## config.mk

```make
export PLATFORM = sky130hd
export DESIGN_NAME = twist_accel_limit_lowpass_flat
export DESIGN_NICKNAME = d
export VERILOG_FILES = /design/src/tall_pkg.sv /design/src/tall_if.sv /design/src/tall_mul.sv /design/src/tall_div.sv /design/src/twist_accel_limit_lowpass.sv /design/src/flat_wrapper.sv
export SDC_FILE = /design/constraint.sdc
export NUM_CORES = 1
export LEC_CHECK = 0
export BUFFER_PORTS_ARGS = -buffer_cell sky130_fd_sc_hd__buf_2
export CORE_MARGIN = 5
export CORE_UTILIZATION = 30
export CTS_CLUSTER_DIAMETER = 80
export DETAILED_ROUTE_END_ITERATION = 10
export PLACE_DENSITY = 0.5
export REMOVE_ABC_BUFFERS = 1
export SYNTH_ARGS = -nofsm -noshare
export SYNTH_HDL_FRONTEND = slang
export SYNTH_HIERARCHICAL = 1
export SYNTH_SLANG_ARGS = --single-unit
export TNS_END_PERCENT = 100
```

## constraint.sdc

```tcl
create_clock -name clk -period 6.2 [get_ports clk]
set_input_delay 1.24 -clock clk [delete_from_list [all_inputs] [get_ports clk]]
set_output_delay 1.24 -clock clk [all_outputs]
set_load 0.005 [all_outputs]
```

## src/tall_pkg.sv

```systemverilog
// Shared constants and register codes for the lateral acceleration limiter and low-pass.
package tall_pkg;

	// Q7.8 fraction bits of speed, turn rate, limit and threshold
	localparam int DATA_FRAC_BITS = 8;

	// Register widths
	localparam int LIMIT_W    = 15;
	localparam int GAIN_W     = 16;
	localparam int THRESH_W   = 15;
	localparam int CFG_DATA_W = 16;
	localparam int CFG_INDEX_W = 2;

	// Limit scaled to the Q.16 format of a speed * turn product
	localparam int LIM_SCALED_W = LIMIT_W + DATA_FRAC_BITS;

	// Reset values: limit 5.0, threshold one LSB
	localparam logic [LIMIT_W-1:0]  ACCEL_LIMIT_RESET = 15'd1280;
	localparam logic [THRESH_W-1:0] THRESH_RESET      = 15'd1;

	typedef enum logic [CFG_INDEX_W-1:0] {
		REG_ACCEL_LIMIT          = 2'd0,
		REG_SPEED_GAIN           = 2'd1,
		REG_TURN_GAIN            = 2'd2,
		REG_SMALL_TURN_THRESHOLD = 2'd3
	} cfg_reg_t;

endpackage

```

## src/tall_if.sv

```systemverilog
// Valid/ready channels for command items and result items.
interface tall_cmd_if #(parameter int DATA_WIDTH = 16);
	logic                         valid;
	logic                         ready;
	logic signed [DATA_WIDTH-1:0] linear_speed;
	logic signed [DATA_WIDTH-1:0] turn_rate;

	modport source (output valid, linear_speed, turn_rate, input ready);
	modport sink (input valid, linear_speed, turn_rate, output ready);
endinterface

interface tall_res_if #(parameter int DATA_WIDTH = 16);
	logic                         valid;
	logic                         ready;
	logic signed [DATA_WIDTH-1:0] filtered_speed;
	logic signed [DATA_WIDTH-1:0] filtered_turn_rate;

	modport source (output valid, filtered_speed, filtered_turn_rate, input ready);
	modport sink (input valid, filtered_speed, filtered_turn_rate, output ready);
endinterface

```

## src/tall_mul.sv

```systemverilog
// Bit-serial shift-add multiplier: signed multiplicand times unsigned multiplier.
module tall_mul #(
	parameter int A_W = 17,
	parameter int B_W = 17
) (
	input  logic                     clk,
	input  logic                     arst_n,
	input  logic                     start,
	input  logic signed [A_W-1:0]    a,
	input  logic [B_W-1:0]           b,
	output logic                     done,
	output logic signed [A_W+B_W-1:0] prod
);

	localparam int CNT_W = $clog2(B_W + 1);

	logic signed [A_W-1:0] a_q;
	logic signed [A_W:0]   hi_q;
	logic [B_W-1:0]        lo_q;
	logic [CNT_W-1:0]      cnt_q;
	logic                  busy_q;
	logic                  done_q;
	logic signed [A_W:0]   a_ext;
	logic signed [A_W:0]   sum;

	// one multiplier bit per cycle, LSB first
	assign a_ext = (A_W+1)'(a_q);
	assign sum   = lo_q[0] ? (hi_q + a_ext) : hi_q;

	// control
	always_ff @(posedge clk or negedge arst_n) begin
		if (!arst_n) begin
			busy_q <= 1'b0;
			done_q <= 1'b0;
			cnt_q  <= '0;
		end else begin
			done_q <= 1'b0;
			if (start) begin
				busy_q <= 1'b1;
				cnt_q  <= CNT_W'(B_W);
			end else if (busy_q) begin
				cnt_q <= cnt_q - CNT_W'(1);
				if (cnt_q == CNT_W'(1)) begin
					busy_q <= 1'b0;
					done_q <= 1'b1;
				end
			end
		end
	end

	// accumulator and multiplier shift register
	always_ff @(posedge clk) begin
		if (start) begin
			a_q  <= a;
			hi_q <= '0;
			lo_q <= b;
		end else if (busy_q) begin
			hi_q <= sum >>> 1;
			lo_q <= {sum[0], lo_q[B_W-1:1]};
		end
	end

	assign done = done_q;
	assign prod = $signed({hi_q[A_W-1:0], lo_q});

endmodule

```

## src/tall_div.sv

```systemverilog
// Bit-serial restoring divider, one quotient bit per cycle.
module tall_div #(
	parameter int N_W = 23,
	parameter int D_W = 16
) (
	input  logic           clk,
	input  logic           arst_n,
	input  logic           start,
	input  logic [N_W-1:0] dividend,
	input  logic [D_W-1:0] divisor,
	output logic           done,
	output logic [N_W-1:0] quotient
);

	localparam int CNT_W = $clog2(N_W + 1);

	logic [D_W-1:0]   dvs_q;
	logic [D_W-1:0]   rem_q;
	logic [N_W-1:0]   quo_q;
	logic [CNT_W-1:0] cnt_q;
	logic             busy_q;
	logic             done_q;
	logic [D_W:0]     trial;
	logic [D_W:0]     diff;
	logic             fits;

	// remainder stays below the divisor, so a set MSB means a borrow
	assign trial = {rem_q, quo_q[N_W-1]};
	assign diff  = trial - {1'b0, dvs_q};
	assign fits  = !diff[D_W];

	// control
	always_ff @(posedge clk or negedge arst_n) begin
		if (!arst_n) begin
			busy_q <= 1'b0;
			done_q <= 1'b0;
			cnt_q  <= '0;
		end else begin
			done_q <= 1'b0;
			if (start) begin
				busy_q <= 1'b1;
				cnt_q  <= CNT_W'(N_W);
			end else if (busy_q) begin
				cnt_q <= cnt_q - CNT_W'(1);
				if (cnt_q == CNT_W'(1)) begin
					busy_q <= 1'b0;
					done_q <= 1'b1;
				end
			end
		end
	end

	// dividend shifts out at the top while quotient bits shift in below
	always_ff @(posedge clk) begin
		if (start) begin
			dvs_q <= divisor;
			rem_q <= '0;
			quo_q <= dividend;
		end else if (busy_q) begin
			rem_q <= fits ? diff[D_W-1:0] : trial[D_W-1:0];
			quo_q <= {quo_q[N_W-2:0], fits};
		end
	end

	assign done     = done_q;
	assign quotient = quo_q;

endmodule

```

## src/twist_accel_limit_lowpass.sv

```systemverilog
// Top level: lateral acceleration limit on a speed/turn command, then two first-order low-passes.
// A limited item runs |v|*|w| and the turn filter product, then the divider, then the speed filter product;
// an item within the limit skips the divider. Multiplier operand width B = max(DATA_WIDTH, GAIN_FRAC_BITS+1).
// A small-turn item passes through unfiltered, via the result registers and then the output register.
// One item at a time; the next is taken once the result has entered the output register and the
// sequencer is back in idle.
// Reset (arst_n low) restores the register defaults and clears both filter states to zero.
module twist_accel_limit_lowpass #(
	parameter int DATA_WIDTH     = 16,
	parameter int GAIN_FRAC_BITS = 16
) (
	input  logic                                clk,
	input  logic                                arst_n,
	input  logic                                cfg_we,
	input  logic [tall_pkg::CFG_INDEX_W-1:0]    cfg_addr,
	input  logic [tall_pkg::CFG_DATA_W-1:0]     cfg_wdata,
	tall_cmd_if.sink                            cmd,
	tall_res_if.source                          res
);

	localparam int DW     = DATA_WIDTH;
	localparam int GF     = GAIN_FRAC_BITS;
	localparam int A_W    = DW + 1;
	localparam int B_W    = (DW > GF + 1) ? DW : GF + 1;
	localparam int P_W    = A_W + B_W;
	localparam int LSW    = tall_pkg::LIM_SCALED_W;
	localparam int CMP_W  = (P_W > LSW) ? P_W : LSW;
	localparam int GC_W   = (tall_pkg::GAIN_W > GF + 1) ? tall_pkg::GAIN_W : GF + 1;
	localparam int THC_W  = (DW > tall_pkg::THRESH_W) ? DW : tall_pkg::THRESH_W;
	localparam int SQ_W   = ((LSW > DW) ? LSW : DW) + 1;
	localparam int F_W    = DW + 2;

	localparam logic [GC_W-1:0] G_ONE = GC_W'(1) << GF;

	typedef enum logic [5:0] {
		ST_IDLE = 6'b000001,
		ST_MUL  = 6'b000010,
		ST_DIV  = 6'b000100,
		ST_FGO  = 6'b001000,
		ST_FILT = 6'b010000,
		ST_DONE = 6'b100000
	} state_t;

	// saturate a filter sum to the data range
	function automatic logic signed [DW-1:0] sat_f(input logic signed [F_W-1:0] x);
		logic [F_W-DW:0] hi_bits;
		hi_bits = x[F_W-1:DW-1];
		if (hi_bits == '0 || hi_bits == '1)
			sat_f = x[DW-1:0];
		else if (x[F_W-1])
			sat_f = {1'b1, {(DW-1){1'b0}}};
		else
			sat_f = {1'b0, {(DW-1){1'b1}}};
	endfunction

	// saturate a signed quotient to the data range
	function automatic logic signed [DW-1:0] sat_q(input logic signed [SQ_W-1:0] x);
		logic [SQ_W-DW:0] hi_bits;
		hi_bits = x[SQ_W-1:DW-1];
		if (hi_bits == '0 || hi_bits == '1)
			sat_q = x[DW-1:0];
		else if (x[SQ_W-1])
			sat_q = {1'b1, {(DW-1){1'b0}}};
		else
			sat_q = {1'b0, {(DW-1){1'b1}}};
	endfunction

	// configuration registers
	logic [tall_pkg::LIMIT_W-1:0]  accel_limit_q;
	logic [tall_pkg::GAIN_W-1:0]   speed_gain_q;
	logic [tall_pkg::GAIN_W-1:0]   turn_gain_q;
	logic [tall_pkg::THRESH_W-1:0] thresh_q;

	// control and state
	state_t                state_q;
	logic signed [DW-1:0]  speed_y_q;
	logic signed [DW-1:0]  turn_y_q;
	logic signed [DW-1:0]  v_q;
	logic signed [DW-1:0]  w_q;
	logic [DW-1:0]         aw_q;
	logic signed [DW-1:0]  sp_q;
	logic signed [DW-1:0]  res_speed_q;
	logic signed [DW-1:0]  res_turn_q;
	logic                  out_valid_q;
	logic signed [DW-1:0]  out_speed_q;
	logic signed [DW-1:0]  out_turn_q;

	// datapath signals
	logic                  cmd_fire;
	logic [DW-1:0]         v_bits;
	logic [DW-1:0]         w_bits;
	logic [DW-1:0]         av_in;
	logic [DW-1:0]         aw_in;
	logic                  bypass_in;
	logic [GC_W-1:0]       gs_ext;
	logic [GC_W-1:0]       gt_ext;
	logic [GC_W-1:0]       gs_cl;
	logic [GC_W-1:0]       gt_cl;
	logic [B_W-1:0]        g_s;
	logic [B_W-1:0]        g_t;
	logic signed [A_W-1:0] d_t;
	logic signed [A_W-1:0] d_s;
	logic [LSW-1:0]        lim_scaled;

	logic                  mul_s_start;
	logic signed [A_W-1:0] mul_s_a;
	logic [B_W-1:0]        mul_s_b;
	logic                  mul_s_done;
	logic signed [P_W-1:0] mul_s_prod;
	logic                  mul_t_start;
	logic                  mul_t_done;
	logic signed [P_W-1:0] mul_t_prod;
	logic                  div_start;
	logic                  div_done;
	logic [LSW-1:0]        div_quo;

	logic [P_W-1:0]        prod_mag;
	logic                  over;
	logic signed [SQ_W-1:0] q_signed;
	logic signed [P_W-1:0] s_shift;
	logic signed [P_W-1:0] t_shift;
	logic signed [F_W-1:0] s_sum;
	logic signed [F_W-1:0] t_sum;
	logic signed [DW-1:0]  speed_new;
	logic signed [DW-1:0]  turn_new;
	logic                  slot_free;
	logic                  load_out;

	// register writes
	always_ff @(posedge clk or negedge arst_n) begin
		if (!arst_n) begin
			accel_limit_q <= tall_pkg::ACCEL_LIMIT_RESET;
			speed_gain_q  <= '0;
			turn_gain_q   <= '0;
			thresh_q      <= tall_pkg::THRESH_RESET;
		end else if (cfg_we) begin
			unique case (tall_pkg::cfg_reg_t'(cfg_addr))
				tall_pkg::REG_ACCEL_LIMIT: accel_limit_q <= cfg_wdata[tall_pkg::LIMIT_W-1:0];
				tall_pkg::REG_SPEED_GAIN: speed_gain_q <= cfg_wdata[tall_pkg::GAIN_W-1:0];
				tall_pkg::REG_TURN_GAIN: turn_gain_q <= cfg_wdata[tall_pkg::GAIN_W-1:0];
				tall_pkg::REG_SMALL_TURN_THRESHOLD: thresh_q <= cfg_wdata[tall_pkg::THRESH_W-1:0];
				default: ;
			endcase
		end
	end

	// input magnitudes and small-turn test
	assign cmd_fire  = cmd.valid && cmd.ready;
	assign v_bits    = cmd.linear_speed;
	assign w_bits    = cmd.turn_rate;
	assign av_in     = v_bits[DW-1] ? (~v_bits + DW'(1)) : v_bits;
	assign aw_in     = w_bits[DW-1] ? (~w_bits + DW'(1)) : w_bits;
	assign bypass_in = THC_W'(aw_in) < THC_W'(thresh_q);

	// gains clamped to one
	assign gs_ext = GC_W'(speed_gain_q);
	assign gt_ext = GC_W'(turn_gain_q);
	assign gs_cl  = (gs_ext > G_ONE) ? G_ONE : gs_ext;
	assign gt_cl  = (gt_ext > G_ONE) ? G_ONE : gt_ext;
	assign g_s    = B_W'(gs_cl[GF:0]);
	assign g_t    = B_W'(gt_cl[GF:0]);

	// low-pass as y' = x + floor(g*(y-x) / 2^GF)
	assign d_t = A_W'(turn_y_q) - A_W'(cmd.turn_rate);
	assign d_s = A_W'(speed_y_q) - A_W'(sp_q);

	assign lim_scaled = {accel_limit_q, {tall_pkg::DATA_FRAC_BITS{1'b0}}};

	// speed unit: |v|*|w| first, then the speed filter product
	assign mul_s_start = (cmd_fire && !bypass_in) || (state_q == ST_FGO);
	assign mul_s_a     = (state_q == ST_FGO) ? d_s : $signed({1'b0, av_in});
	assign mul_s_b     = (state_q == ST_FGO) ? g_s : B_W'(aw_in);
	assign mul_t_start = cmd_fire && !bypass_in;

	tall_mul #(.A_W(A_W), .B_W(B_W)) u_mul_s (
		.clk    (clk),
		.arst_n (arst_n),
		.start  (mul_s_start),
		.a      (mul_s_a),
		.b      (mul_s_b),
		.done   (mul_s_done),
		.prod   (mul_s_prod)
	);

	tall_mul #(.A_W(A_W), .B_W(B_W)) u_mul_t (
		.clk    (clk),
		.arst_n (arst_n),
		.start  (mul_t_start),
		.a      (d_t),
		.b      (g_t),
		.done   (mul_t_done),
		.prod   (mul_t_prod)
	);

	// limit compare on the product magnitude
	assign prod_mag  = mul_s_prod;
	assign over      = CMP_W'(prod_mag) > CMP_W'(lim_scaled);
	assign div_start = (state_q == ST_MUL) && mul_s_done && over;

	tall_div #(.N_W(LSW), .D_W(DW)) u_div (
		.clk      (clk),
		.arst_n   (arst_n),
		.start    (div_start),
		.dividend (lim_scaled),
		.divisor  (aw_q),
		.done     (div_done),
		.quotient (div_quo)
	);

	// quotient takes the sign of the turn rate
	assign q_signed = w_q[DW-1] ? (~SQ_W'(div_quo) + SQ_W'(1)) : SQ_W'(div_quo);

	// filter outputs
	assign s_shift   = mul_s_prod >>> GF;
	assign t_shift   = mul_t_prod >>> GF;
	assign s_sum     = F_W'(sp_q) + F_W'(s_shift);
	assign t_sum     = F_W'(w_q) + F_W'(t_shift);
	assign speed_new = sat_f(s_sum);
	assign turn_new  = sat_f(t_sum);

	assign slot_free = !out_valid_q || res.ready;
	assign load_out  = (state_q == ST_DONE) && slot_free;

	// sequencer and filter state
	always_ff @(posedge clk or negedge arst_n) begin
		if (!arst_n) begin
			state_q   <= ST_IDLE;
			speed_y_q <= '0;
			turn_y_q  <= '0;
		end else begin
			if (mul_t_done)
				turn_y_q <= turn_new;
			unique case (state_q)
				ST_IDLE: begin
					if (cmd_fire)
						state_q <= bypass_in ? ST_DONE : ST_MUL;
				end
				ST_MUL: begin
					if (mul_s_done)
						state_q <= over ? ST_DIV : ST_FGO;
				end
				ST_DIV: begin
					if (div_done)
						state_q <= ST_FGO;
				end
				ST_FGO: state_q <= ST_FILT;
				ST_FILT: begin
					if (mul_s_done) begin
						speed_y_q <= speed_new;
						state_q   <= ST_DONE;
					end
				end
				ST_DONE: begin
					if (slot_free)
						state_q <= ST_IDLE;
				end
				default: state_q <= ST_IDLE;
			endcase
		end
	end

	// item capture, limited speed and pending result
	always_ff @(posedge clk) begin
		if (cmd_fire) begin
			v_q  <= cmd.linear_speed;
			w_q  <= cmd.turn_rate;
			aw_q <= aw_in;
			if (bypass_in) begin
				res_speed_q <= cmd.linear_speed;
				res_turn_q  <= cmd.turn_rate;
			end
		end
		if ((state_q == ST_MUL) && mul_s_done && !over)
			sp_q <= v_q;
		if (div_done)
			sp_q <= sat_q(q_signed);
		if ((state_q == ST_FILT) && mul_s_done) begin
			res_speed_q <= speed_new;
			res_turn_q  <= turn_y_q;
		end
	end

	// output register
	always_ff @(posedge clk or negedge arst_n) begin
		if (!arst_n)
			out_valid_q <= 1'b0;
		else if (load_out)
			out_valid_q <= 1'b1;
		else if (res.ready)
			out_valid_q <= 1'b0;
	end

	always_ff @(posedge clk) begin
		if (load_out) begin
			out_speed_q <= res_speed_q;
			out_turn_q  <= res_turn_q;
		end
	end

	assign cmd.ready              = (state_q == ST_IDLE);
	assign res.valid              = out_valid_q;
	assign res.filtered_speed     = out_speed_q;
	assign res.filtered_turn_rate = out_turn_q;

	// a small-turn item leaves both filter states untouched
	a_bypass_keeps_state: assert property (@(posedge clk) disable iff (!arst_n)
		(cmd_fire && bypass_in) |=> ($stable(speed_y_q) && $stable(turn_y_q)))
		else $error("filter state changed on a small-turn item");

	// the turn multiplier starts with the speed unit's |v|*|w| pass and must finish with it
	a_mul_lockstep: assert property (@(posedge clk) disable iff (!arst_n)
		mul_t_done |-> (mul_s_done && state_q == ST_MUL))
		else $error("turn filter product out of step with speed unit");

	// speed unit completes only while the sequencer waits on it
	a_mul_s_state: assert property (@(posedge clk) disable iff (!arst_n)
		mul_s_done |-> (state_q == ST_MUL || state_q == ST_FILT))
		else $error("speed multiplier finished in an unexpected state");

	// divider completes only in its own state
	a_div_state: assert property (@(posedge clk) disable iff (!arst_n)
		div_done |-> (state_q == ST_DIV))
		else $error("divider finished outside the divide state");

	// limited speed carries the sign of the turn rate
	a_limit_sign: assert property (@(posedge clk) disable iff (!arst_n)
		div_done |=> ((sp_q[DW-1] == w_q[DW-1]) || (sp_q == '0)))
		else $error("limited speed has the wrong sign");

endmodule
```

## src/flat_wrapper.sv

```systemverilog
// flat-port wrapper written by rule: the top's interface ports become plain ports
module twist_accel_limit_lowpass_flat 
#(
	parameter int DATA_WIDTH     = 16,
	parameter int GAIN_FRAC_BITS = 16
)
  (clk, arst_n, cfg_we, cfg_addr, cfg_wdata, cmd_valid, cmd_linear_speed, cmd_turn_rate, cmd_ready, res_valid, res_filtered_speed, res_filtered_turn_rate, res_ready);
  tall_cmd_if #(.DATA_WIDTH(DATA_WIDTH)) cmd_i ();
  tall_res_if #(.DATA_WIDTH(DATA_WIDTH)) res_i ();
  input  logic clk;
  input  logic arst_n;
  input  logic cfg_we;
  input  logic [tall_pkg::CFG_INDEX_W-1:0] cfg_addr;
  input  logic [tall_pkg::CFG_DATA_W-1:0] cfg_wdata;
  input wire logic [$bits(cmd_i.valid)-1:0] cmd_valid;
  input wire logic [$bits(cmd_i.linear_speed)-1:0] cmd_linear_speed;
  input wire logic [$bits(cmd_i.turn_rate)-1:0] cmd_turn_rate;
  output wire logic [$bits(cmd_i.ready)-1:0] cmd_ready;
  output wire logic [$bits(res_i.valid)-1:0] res_valid;
  output wire logic [$bits(res_i.filtered_speed)-1:0] res_filtered_speed;
  output wire logic [$bits(res_i.filtered_turn_rate)-1:0] res_filtered_turn_rate;
  input wire logic [$bits(res_i.ready)-1:0] res_ready;
  assign cmd_i.valid = cmd_valid;
  assign cmd_i.linear_speed = cmd_linear_speed;
  assign cmd_i.turn_rate = cmd_turn_rate;
  assign cmd_ready = cmd_i.ready;
  assign res_valid = res_i.valid;
  assign res_filtered_speed = res_i.filtered_speed;
  assign res_filtered_turn_rate = res_i.filtered_turn_rate;
  assign res_i.ready = res_ready;
  twist_accel_limit_lowpass #(.DATA_WIDTH(DATA_WIDTH), .GAIN_FRAC_BITS(GAIN_FRAC_BITS)) u_core (.clk(clk), .arst_n(arst_n), .cfg_we(cfg_we), .cfg_addr(cfg_addr), .cfg_wdata(cfg_wdata), .cmd(cmd_i), .res(res_i));
endmodule
```

==> results of run 1 <==
per-layer routing:
layer / GRT usage (%) / vias to the layer above / wire (um)
met3: 2.061 / 92 / 2351
li1: - / 8276 / -
met1: 20.14 / 8378 / 29180
met2: 26.79 / 342 / 32120
met4: 4.345 / 4 / 1800
met5: 0 / - / 27
flip-flops by register name, summed over array words and instances, names as in the netlist, 6 cells and up:
register and cells:
u_core/u_mul_s/hi_q 17, u_core/speed_gain_q 16, u_core/state_q 6, u_core/v_q 16, u_core/turn_y_q 16, u_core/accel_limit_q 15
u_core/res_turn_q 16, u_core/u_mul_t/hi_q 17, u_core/u_mul_t/lo_q 17, u_core/w_q 16, u_core/res_speed_q 16, u_core/u_div/quotient 23
u_core/u_div/dvs_q 16, u_core/u_mul_s/lo_q 17, u_core/u_mul_s/a_q 17, u_core/turn_gain_q 16, u_core/res.filtered_speed 16, u_core/aw_q 15
u_core/sp_q 16, u_core/u_div/rem_q 16, u_core/res.filtered_turn_rate 16, u_core/speed_y_q 16, u_core/thresh_q 15, u_core/u_mul_t/a_q 17
path summary, 6_finish.rpt:
check	from	end	slack, ps	depth (start not counted)
hold reg to reg	u_core/res_speed_q[0]$_DFFE_PP_	u_core/res.filtered_speed[0]$_DFFE_PP_	410	0
setup reg to reg	u_core/w_q[0]$_DFFE_PP_	u_core/turn_y_q[7]$_DFFE_PN0P_	2040	11
setup / recovery	cmd_turn_rate[0]	u_core/u_mul_s/lo_q[16]$_DFFE_PP_	1440	16
hold / removal	u_core/res_speed_q[0]$_DFFE_PP_	u_core/res.filtered_speed[0]$_DFFE_PP_	410	0
max in group asynchronous	arst_n	u_core/accel_limit_q[10]$_DFFE_PN1P_	4330	2
min in group asynchronous	arst_n	u_core/turn_y_q[13]$_DFFE_PN0P_	700	1
worst max-delay path: stages:
cell and delay [ps]:
buf_2 130, nor4_1 520, nand2_1 250, o41ai_1 360, xnor2_1 200, ha_1 330
nor2b_1 130, o21ai_0 80, nand2b_1 70, a21oi_1 70, nor2b_1 140, a2111oi_2 70
buf_4 210, o21ai_4 510, buf_4 570, o21ai_0 160
Yosys cell counts (6+ instances only):
master and n:
edfxtp_1 234, nand2_1 182, nor2_1 177, ha_1 154, inv_1 150, o21ai_0 142, a21oi_1 139, dfrtp_1 118
mux2_2 110, xnor2_1 84, clkbuf_1 53, xor2_1 51, dfxtp_1 50, a211oi_1 49, a21o_1 41, nor3_1 34
nand2b_1 32, nor2b_1 31, o21a_1 30, mux2i_1 26, and3_1 23, o22ai_1 23, nand3_1 20, o31ai_1 20
o211ai_1 19, o22a_2 14, nand4_1 12, nor4_1 11, or3_1 10, buf_6 8, nor3b_1 8, a21boi_0 7
buf_2 7, fa_1 7, o221ai_1 7, o41ai_1 7, a31oi_1 6, and2_1 6, or2_2 6
area by class of cell:
type | count | share of cell area (%)
antenna | 2 | 0.01877
clock buffer | 68 | 5.341
clock inverter | 26 | 0.8589
inverter | 152 | 2.140
multi-input combinational | 1599 | 42.97
sequential | 406 | 41.58
tap | 1040 | 4.881
timing repair buffer | 107 | 2.211
power by group:
group	leakage, nW	switching, mW	internal [mW]
Clock	0.799	1.19	1.74
Combinational	5.91	2.99	2.14
Sequential	4.09	0.649	3.76
per-stage QoR:
stage / TNS (ps) / power, mW / hold slack [ps] / util, %
floorplan: -95750 / 8.039 / 400.3 / -
global placement: 0 / 9.437 / 404.6 / 32.33
detailed placement: 0 / 9.544 / 404.5 / 32.33
CTS: 0 / 12.58 / 414.0 / 34.46
global route: 0 / 13.34 / 419.3 / 34.46
finish: 0 / 12.47 / 413.7 / 34.47
cell usage in the layout (no fill, tap or decap), types with 10 or more instances in the layout:
cell,synthesis,routed
edfxtp_1,234,234
nand2_1,182,182
nor2_1,177,175
ha_1,154,154
inv_1,150,150
o21ai_0,142,141
a21oi_1,139,139
dfrtp_1,118,118
mux2_2,110,110
buf_2,7,87
xnor2_1,84,84
clkbuf_16,0,54
xor2_1,51,51
dfxtp_1,50,50
a211oi_1,49,49
a21o_1,41,40
nor3_1,34,34
nand2b_1,32,31
o21a_1,30,30
nor2b_1,31,29
mux2i_1,26,26
and3_1,23,23
o22ai_1,23,23
nand3_1,20,20
o31ai_1,20,20
o211ai_1,19,19
buf_4,3,19
o22a_2,14,14
clkbuf_1,53,12
nand4_1,12,12
nor4_1,11,11
clkinv_1,2,10
or3_1,10,10
conb_1,1,10
cell families (layout without fill, tap and decap cells):
logic type                 count (synthesis)  in the layout  share of synthesized area, %
AOI/OAI and AO/OA                        567            567                         16.12
buffers and inverters                    227            353                         3.986
muxes                                    137            137                         6.474
DFF                                      406            406                         47.41
other                                      1             12                       0.01604
xor gates and xnor gates                 136            136                         5.126
and+or+nand+nor                          588            588                         12.04
adders and majority gates                161            161                         8.839
==> out/metrics.cfg, run 1 <==
[timing]
worst_pin_slew_ps = 1057
min_period_ps = 4758
finalCritPeriodShare_pct = 76.75
slew_headroom_pct = 29.52
finalHoldViolCount = 0
slew_viol_final = 0
skew_ps = 27.13
fmax_mhz = 210.2
rsz0062_at_grt = no
worst_slack_ps = 1442
setup_viol = 0

[placed_design]
place_ws_ps = 881.7
post-place-cells = 3304
hpwl_um = 49290
io_buffers = 88
globalplace.congestion = 0.8838
placed_area_sq_um = 25000

[power_and_ir_drop]
powerDensity_nw_per_um2 = 467.6
p_leak_nw = 10.80
vdd_drop_max_mv = 0.2945

[drt]
drc_errors = 0
drtIter0Drc = 1121
via_per_inst = 5.027
wirelength_um = 65480
first_pass_iters = 5
post_drt_wl_per_cell_um = 19.26
via_count = 17090
ant_nets = 0

[yosys]
seq_area_frac_synth_pct = 47.41
synth_area_leaders = edfxtp_1, dfrtp_1, ha_1, mux2_2, dfxtp_1
synth_cells = 2223
synth-async-reset-ratio_pct = 30.05
postSynthAreaPerCell_sq_um = 10.52
synth_top_area_share_pct = 30.05
yosys_warnings = 6
synth.distinct_cells = 88
yosys_most_used_dff = edfxtp_1
ys_ff_latch = 406
yosys.area.top_type = edfxtp_1
synth_edf_count = 234
netlist_area_sq_um = 23380

[floorplan]
die_h_um = 289.2
rows = 102
num_io_pins = 89
coreArea_sq_um = 77340
die_area_sq_um = 83630
start_util_pct = 30.24
fp.dieW_um = 289.2

[clock_network]
cts.sinks = 406
cts_resized = 0
clock_latency_ps = 590
ctsHoldBuffers = 0
ctsHtreeMaxLevel = 2
path_clk_slew_ps = 60
cts_buffers = 50
cts_tree = done
root_buffer = clkbuf_16
cts_buffer_depth = 3
postCtsSetupRepairBufs = 0

[final_layout]
multi_input_area_sq_um = 11450
seq_area_sq_um = 11090
area_growth_pct = 14.00
layout-drive-gt1-share_pct = 15.48
fillers = 7817
nets = 2532
finalInstanceArea_sq_um = 26660
final_cell_count_no_fill = 3400

[global_route]
grt-ovfl-total = 0
grt_max_degree = 86
grt_first_pass_wirelength_um = 100800
antenna_found_initial = 3
grt_usage_pct = 15.40
grt_pass1_vias = 17300

[worst_hold_path]
hold_path_class = flip-flop to flip-flop

[critical_path]
crit_type = input port to flip-flop
crit_path_start_kind = input port
arrival_ps = 5060
cp_max_fo = 43
required_ps = 6500
end_kind = flip-flop

[job]
maxCapViolations = 0

[outcome]
status = finished clean

Note: power is estimated with default switching activity, not from simulation.
==> run 2: changes to the inputs <==
Clock period 6.2 ns to 4.5 ns, I/O delays scaled along.
==> run 2 against run 1 <==
Net effect: final cell count up 1.2%; utilization rose by 0.58 points; critical path depth is 2 higher; clock skew grew 9.4 ps; clock power increased by 45%; die area unchanged; sequential power is 37% higher; total power up 40%; sequential share of layout area shrank 0.68 points; global-route usage increased by 0.11 points; routed wire length is 1.4% higher; largest cell class unchanged.
==> out/metrics.cfg, run 2 (synthesized netlist as in run 1, its figures left out) <==
[floorplan]
die_area_sq_um = 83630
num_io_pins = 89
fp.dieW_um = 289.2
rows = 102
start_util_pct = 30.24
coreArea_sq_um = 77340
die_h_um = 289.2

[drt]
wirelength_um = 66410
via_per_inst = 5.012
ant_nets = 0
drc_errors = 0
post_drt_wl_per_cell_um = 19.30
via_count = 17250
first_pass_iters = 5
drtIter0Drc = 1272

[global_route]
grt_max_degree = 85
grt-busiest-layer = met2
antenna_found_initial = 4
grtUsageMet3_pct = 2.234
grt-ovfl-total = 0
grt_pass1_vias = 17000
grt_usage_pct = 15.51
grt_util_met2_pct = 24.69
use_met1_pct = 22.04
grt_first_pass_wirelength_um = 101200

[final_layout]
area_growth_pct = 15.91
mostFrequentLayoutCells = edfxtp_1, nand2_1, nor2_1, ha_1, inv_1
layout-drive-gt1-share_pct = 17.47
largest_register_ffs = 23
nets = 2574
finalInstanceArea_sq_um = 27100
layout_commonest_cell = edfxtp_1

[job]
maxCapViolations = 0

[clock_network]
ctsHtreeMaxLevel = 2
path_clk_slew_ps = 60
cts.sinks = 406
ctsHoldBuffers = 0
cts_tree = done
postCtsSetupRepairBufs = 0
cts_buffers = 49
cts_resized = 0
root_buffer = clkbuf_16
cts_buffer_depth = 3
clock_latency_ps = 610

[critical_path]
cp_max_fo = 16
r2r_cells = 12
r2r_start = u_core/w_q[0]$_DFFE_PP_
end_kind = flip-flop
required_ps = 4820
arrival_ps = 4420
crit_path_start_kind = input port
rr_endpoint = u_core/turn_y_q[14]$_DFFE_PN0P_
r2r_slack_ps = 610
critPathLaunch = cmd_turn_rate[0]
crit_type = input port to flip-flop

[placed_design]
globalplace.congestion = 0.9010
place_ws_ps = -182.0
placed_area_sq_um = 25360
hpwl_um = 50470
io_buffers = 88

[timing]
worst_pin_slew_ps = 1011
rsz0062_at_grt = no
fmax_mhz = 243.9
min_period_ps = 4101
finalHoldViolCount = 0
timing.hold.ws_ps = 360.8
slew_headroom_pct = 32.60
worst_slack_ps = 399.1
tns_ps = 0
setup_viol = 0
finalCritPeriodShare_pct = 91.13
skew_ps = 36.52
slew_viol_final = 0

[power_and_ir_drop]
powerDensity_nw_per_um2 = 644.5
p_leak_nw = 11.06
swShare_pct = 38.38
p_total_mw = 17.47
power_frac_seq_pct = 34.5
clock_power_share_pct = 24.4
p_sw_mw = 6.704
internal_power_mw = 10.76
vdd_drop_max_mv = 0.3433
combPwrFrac_pct = 41.1

[worst_hold_path]
hold_path_class = input port to asynchronous set/reset pin

[outcome]
status = finished clean

run 2: changes by cell type in the layout (fill, tap and decap cells not counted), moves of 4 or more:
cell	previous run	this run
clkinv_1	10	3
clkbuf_1	12	5
buf_4	19	59
clkinv_4	0	4
bufinv_16	3	8
clkbuf_16	54	49
run 2: worst max-delay path by stage:
stage                                                    to  slack [ps]  cells past startpoint
after CTS                 u_core/u_mul_s/lo_q[15]$_DFFE_PP_         430                     17
after global routing      u_core/u_mul_s/lo_q[14]$_DFFE_PP_         180                     17
after floorplan            u_core/u_mul_s/lo_q[0]$_DFFE_PP_       -2980                     13
final                     u_core/u_mul_s/lo_q[10]$_DFFE_PP_         400                     18
after global placement     u_core/u_mul_s/lo_q[6]$_DFFE_PP_        -220                     17
after detailed placement  u_core/u_mul_s/lo_q[10]$_DFFE_PP_        -180                     18
run 2: layout make-up:
class	count	area, sq um
well taps	1040	1301
fillers	7780	50230
diodes	3	7.507
clock inverters	35	462.9
clock buffers	56	1272
inverters	152	570.5
multi-input cells	1599	11450
repair buffers	150	949.7
flip-flops and latches	406	11090
run 2: worst max-delay path: stages:
cell,delay [ps]
buf_2,110
nor4_1,390
buf_4,200
nand2_1,70
buf_4,150
o41ai_1,300
xnor2_1,210
ha_1,290
nor2b_1,130
o21ai_0,150
nand2b_1,80
a21oi_1,160
nor2b_1,70
a2111oi_2,340
buf_4,230
o21ai_4,80
buf_4,260
mux2_2,300
run 2: metal layers:
metal  vias to the layer above  share of wire [%]
met3                       110                4.5
met1                      8374                 47
met4                         2                3.0
li1                       8355                  -
met2                       407                 45
met5                         -              0.020
run 2: power groups by stage:
stage	Clock, mW	Sequential, mW	Combinational, mW
2_1_floorplan	0	5.77	5.31
3_3_place_gp	0	6.07	7.00
3_5_place_dp	0	6.08	7.12
4_1_cts	4.38	6.03	7.17
5_1_grt	4.53	6.13	7.98
6_report	4.26	6.02	7.19
run 2: through the flow:
step / cells / utilization, %
after CTS: 3438 / 35.04
after global routing: 3440 / 35.04
final: 3441 / 35.05
after global placement: 3347 / 32.79
after floorplan: 2157 / -
after detailed placement: 3347 / 32.79
